File: src/hdl/rcf_pkg.sv
`timescale 1ns / 1ps

package rcf_pkg;

  // Pixel as packed in the line stores: red in the low byte
  typedef struct packed {
    logic [7:0] blue;
    logic [7:0] green;
    logic [7:0] red;
  } pixel_t;

  // 3x3 window, [row][column], row 0 on top, column 0 on the left
  typedef pixel_t [2:0][2:0] window_t;

  // Kernel rows, [0] top; each row holds left coefficient in bits 7:0
  typedef logic [2:0][23:0] kernel_t;

  // Position and flags that travel with a window through the arithmetic
  typedef struct packed {
    logic [9:0] column;
    logic [9:0] row;
    logic       done;
  } tag_t;

  // Register indexes of the configuration port
  typedef enum logic [2:0] {
    REG_KERNEL_TOP    = 3'd0,
    REG_KERNEL_MIDDLE = 3'd1,
    REG_KERNEL_BOTTOM = 3'd2,
    REG_LINE_WIDTH    = 3'd3,
    REG_FRAME_HEIGHT  = 3'd4
  } reg_index_t;

  localparam int unsigned CFG_DATA_W = 24;
  localparam int unsigned SIZE_W     = 11;

  // Reset values: edge kernel, VGA frame
  localparam logic [23:0] KERNEL_TOP_RESET    = 24'hFFFFFF;
  localparam logic [23:0] KERNEL_MIDDLE_RESET = 24'hFF08FF;
  localparam logic [23:0] KERNEL_BOTTOM_RESET = 24'hFFFFFF;
  localparam logic [10:0] LINE_WIDTH_RESET    = 11'd640;
  localparam logic [10:0] FRAME_HEIGHT_RESET  = 11'd480;

  // Smallest frame dimension
  localparam int unsigned MIN_SIZE = 3;

  // Product 9x8 signed -> 17 bits; three of them -> 19; nine -> 21
  localparam int unsigned PROD_W = 17;
  localparam int unsigned PSUM_W = 19;
  localparam int unsigned SUM_W  = 21;

  localparam logic [7:0] PIX_MAX = 8'd255;

endpackage

File: src/hdl/rcf_kernel.sv
`timescale 1ns / 1ps

// Two-stage 3x3 multiply-accumulate with clamp and output register
module rcf_kernel (
  input  logic            clk,
  input  logic            rst,
  input  logic            win_valid,
  output logic            win_ready,
  input  rcf_pkg::window_t win,
  input  rcf_pkg::kernel_t kern,
  input  rcf_pkg::tag_t    tag,
  output logic            out_valid,
  input  logic            out_stall,
  output logic [7:0]      out_red,
  output logic [7:0]      out_green,
  output logic [7:0]      out_blue,
  output logic [9:0]      out_column,
  output logic [9:0]      out_row,
  output logic            frame_done
);

  import rcf_pkg::*;

  logic                     valid2;
  tag_t                     tag2;
  logic signed [PSUM_W-1:0] psum      [3][3];
  logic signed [PSUM_W-1:0] psum_next [3][3];
  logic signed [SUM_W-1:0]  sum       [3];
  logic [7:0]               clamped   [3];
  logic                     ld2;
  logic                     ld3;

  // Stage handshake: output register frees, then partial-sum stage
  assign ld3       = !out_valid || !out_stall;
  assign ld2       = !valid2 || ld3;
  assign win_ready = ld2;

  // Per channel, per kernel row: sum of three products
  always_comb begin
    logic signed [PROD_W-1:0] prod;
    logic signed [PSUM_W-1:0] acc;
    logic [7:0]               chan;
    logic signed [7:0]        coef;
    for (int ch = 0; ch < 3; ch++) begin
      for (int r = 0; r < 3; r++) begin
        acc = '0;
        for (int k = 0; k < 3; k++) begin
          chan = win[r][k][8*ch +: 8];
          coef = signed'(kern[r][8*k +: 8]);
          prod = $signed({1'b0, chan}) * coef;
          acc  = acc + PSUM_W'(prod);
        end
        psum_next[ch][r] = acc;
      end
    end
  end

  // Partial-sum stage
  always_ff @(posedge clk) begin
    if (rst) begin
      valid2 <= 1'b0;
    end else if (ld2) begin
      valid2 <= win_valid;
    end
  end

  always_ff @(posedge clk) begin
    if (ld2 && win_valid) begin
      psum <= psum_next;
      tag2 <= tag;
    end
  end

  // Final sum and clamp to 0..255
  always_comb begin
    for (int ch = 0; ch < 3; ch++) begin
      sum[ch] = SUM_W'(psum[ch][0]) + SUM_W'(psum[ch][1]) + SUM_W'(psum[ch][2]);
      if (sum[ch] < 0) begin
        clamped[ch] = '0;
      end else if (sum[ch] > SUM_W'(signed'({1'b0, PIX_MAX}))) begin
        clamped[ch] = PIX_MAX;
      end else begin
        clamped[ch] = sum[ch][7:0];
      end
    end
  end

  // Output register
  always_ff @(posedge clk) begin
    if (rst) begin
      out_valid <= 1'b0;
    end else if (ld3) begin
      out_valid <= valid2;
    end
  end

  always_ff @(posedge clk) begin
    if (ld3 && valid2) begin
      out_red    <= clamped[0];
      out_green  <= clamped[1];
      out_blue   <= clamped[2];
      out_column <= tag2.column;
      out_row    <= tag2.row;
      frame_done <= tag2.done;
    end
  end

endmodule
File: config.mk
export PLATFORM = sky130hd
export DESIGN_NAME = rcf_kernel
export DESIGN_NICKNAME = d
export VERILOG_FILES = /design/src/hdl/rcf_pkg.sv /design/src/hdl/rcf_kernel.sv
export SDC_FILE = /design/constraint.sdc
export NUM_CORES = 2
export LEC_CHECK = 0
export BUFFER_PORTS_ARGS = -buffer_cell sky130_fd_sc_hd__clkbuf_2
export CORE_UTILIZATION = 50
export DETAILED_ROUTE_END_ITERATION = 10
export PLACE_DENSITY = 0.67
export SETUP_SLACK_MARGIN = 0.05
export SLEW_MARGIN = 20
export SYNTH_ARGS = -nofsm -noshare
export SYNTH_HDL_FRONTEND = slang
export SYNTH_SLANG_ARGS = --single-unit
File: constraint.sdc
create_clock -name clk -period 19.05 [get_ports clk]
set_input_delay 5.715 -clock clk [delete_from_list [all_inputs] [get_ports clk]]
set_output_delay 5.715 -clock clk [all_outputs]
set_load 0.02 [all_outputs]
==> results.json <==
{
  "status": "completed",
  "drt_wl_total_mm": 196.7,
  "track_usage_pct": 26.77,
  "utilization_pct": 53.52,
  "drt_iter0_markers": 3007,
  "cp_max_fo": 25,
  "skew_ps": 27.06,
  "finalSetupTns_ps": 0,
  "htree_levels": 1,
  "cts.reportedPaths.clkPinSlew_ps": 60,
  "io_buffers": 359,
  "hold_depth": 0,
  "hold_path_class": "reg -> reg",
  "ys_types": 86,
  "multi_input_area_sq_mm": 0.05946,
  "first_pass_iters": 6,
  "syn_nets": 10780,
  "endpoint_kind": "register",
  "fin_crit_ps": 11990,
  "yosys_warnings": 0,
  "startpoint_type": "input pin",
  "clock_latency_ps": 570,
  "die_width_um": 390.2,
  "cp.arrival_ps": 12380,
  "synth-async-reset-ratio_pct": 0,
  "tightest_slew_ps": 1036,
  "num_vias": 53200,
  "synth-main-ff-cell": "edfxtp_1",
  "root_buffer": "clkbuf_16",
  "viasPerCell": 5.228,
  "grt_pass1_wl_mm": 317.0,
  "rsz0062_at_grt": "false",
  "antenna_found_initial": 17,
  "synthTopCellsByArea": "fa_1, ha_1, inv_1",
  "yosys.area.top_type": "fa_1",
  "cts_resized": 0,
  "critical_path_depth": 21,
  "synthCells": 7885,
  "seqCellArea_sq_mm": 0.007157,
  "yosysMostFrequentCell": "inv_1",
  "grt_pass1_vias": 58020,
  "gr-total-overflow": 0,
  "die_area_sq_mm": 0.1523,
  "io_pins": 360,
  "yosysTopAreaCellShare_pct": 41.13,
  "slew_violations": 0,
  "crit_family": "adder cells",
  "fillCellCount": 13530,
  "die_h_um": 390.2,
  "synthesis.area_sq_mm": 0.07535,
  "routedWlPerCell_um": 19.33,
  "worstPathRequired_ps": 19440,
  "ff2ff_path_depth": 11,
  "final_nets": 11030,
  "synthTopCellsByCount": "inv_1, fa_1, ha_1, and2_1, nand2_1",
  "dp.final_hpwl_mm": 168.5,
  "cpMostUsedCell": "fa_1",
  "postCtsHoldBufs": 0,
  "cts_made_buffers": 28,
  "cts.sinks": 239,
  "period_share_pct": 62.96,
  "start_util_pct": 50.31,
  "globalplace.congestion": 0.9147,
  "crit_slowest_cell": "clkinv_1",
  "setup_viol": 0,
  "max_freq_mhz": 83.38,
  "syn_to_final_growth_pct": 6.389,
  "cts_tree": "built",
  "path_class": "in -> reg",
  "max_stage_delay_ps": 730,
  "drive_above_1_share_pct": 5.447,
  "avgSynthCellArea_sq_um": 9.556,
  "postRouteAntennaNets": 0,
  "hold_viol": 0,
  "rows": 142,
  "slew_headroom_pct": 30.87,
  "grt_max_degree": 138,
  "clockBufferDepth": 3,
  "synth_seq_cells": 239,
  "path_buf_inv": 6,
  "drv_cap": 0,
  "synth_edf_count": 237,
  "cts_setup_buffers": 0,
  "core_area_sq_mm": 0.1498,
  "crit_path_cell_trace": "clkbuf_2 -> clkinv_1 -> nor2_1 -> fa_1 -> inv_1 -> fa_1 -> fa_1 -> fa_1 -> inv_1 -> fa_1 -> fa_1 -> inv_1 -> fa_1 -> inv_1 -> ha_1 -> o21a_1 -> o211ai_1 -> a21oi_1 -> o31ai_1 -> or4b_1 -> o211ai_1",
  "ys_seq_area_share_pct": 9.498,
  "drc_errors": 0
}
## metrics by stage
| step | cells | worst slack [ps] | hold slack (ps) | area (sq um) |
|---|---|---|---|---|
| after floorplan | 7885 | 7169 | 400.3 | 75350 |
| after global placement | 10120 | 6582 | 400.7 | 79180 |
| after detailed placement | 10120 | 6526 | 404.5 | 79180 |
| after CTS | 10170 | 7119 | 417.7 | 80140 |
| after global routing | 10180 | 6689 | 422.5 | 80160 |
| final | 10180 | 7057 | 415.6 | 80170 |
## path summary, 6_finish.rpt
path,slack [ps],to,from
min reg2reg,420,out_column[1],tag2[12]
min,420,out_column[1],tag2[12]
max,7060,psum[93],kern[31]
max reg2reg,14780,out_green[6],psum[95]
## per-layer routing
layer	routed length [um]	GRT usage (%)	share of wire (%)
met4	6007	7.109	3.1
met1	82310	35.83	42
met5	13	0	0.0066
met2	96740	46.10	49
met3	11640	2.997	5.9
## cell usage in the layout (no fill, tap or decap), drive strengths merged, types with 14 or more instances in the layout
cell type and count:
xor2 34, o21ai 67, and2 922, and3 14, clkbuf 394, xnor2 134
fa 1548, a31oi 23, a21oi 141, ha 1038, nand3 34, nand2 684
inv 2174, nor2b 47, o21a 26, o21bai 17, edfxtp 237, nand2b 86
or3 14, a21o 30, nor3 39, a211oi 17, nor2 221
## area by class of cell
cell class                 count  area share [%]
multi-input combinational   5319           74.17
inverter                    2174           10.18
sequential                   239           8.927
tap                         2016           3.146
timing repair buffer         368           2.341
clock buffer                  35          0.9708
clock inverter                16          0.2294
antenna                       10         0.03121
## registers in the layout, indices dropped and copies added (netlist names)
register	flops
out_row	10
out_green	8
out_valid	1
valid2	1
psum	171
out_column	10
out_red	8
tag2	21
out_blue	8
frame_done	1
## worst reg2reg max path, delay by kind of cell (launching register included)
kind / cells / cell delay, ps
AOI/OAI and AO/OA: 6 / 1510
adders and majority gates: 3 / 1210
DFF: 1 / 590
and+or+nand+nor: 2 / 660
## cell families (layout without fill, tap and decap cells)
group | Yosys count | after routing | synth area share, %
fa+ha+maj | 2586 | 2586 | 58.36
buf+inv | 2327 | 2593 | 11.61
simple gates | 2121 | 2121 | 14.61
compound gates | 437 | 437 | 3.874
flops | 239 | 239 | 9.498
xor+xnor | 168 | 168 | 1.953
mux | 7 | 7 | 0.09631
other cells | 0 | 10 | 0
Power is not shown: default switching activity piles up to over one toggle a cycle in this logic, so the estimate is an artifact.
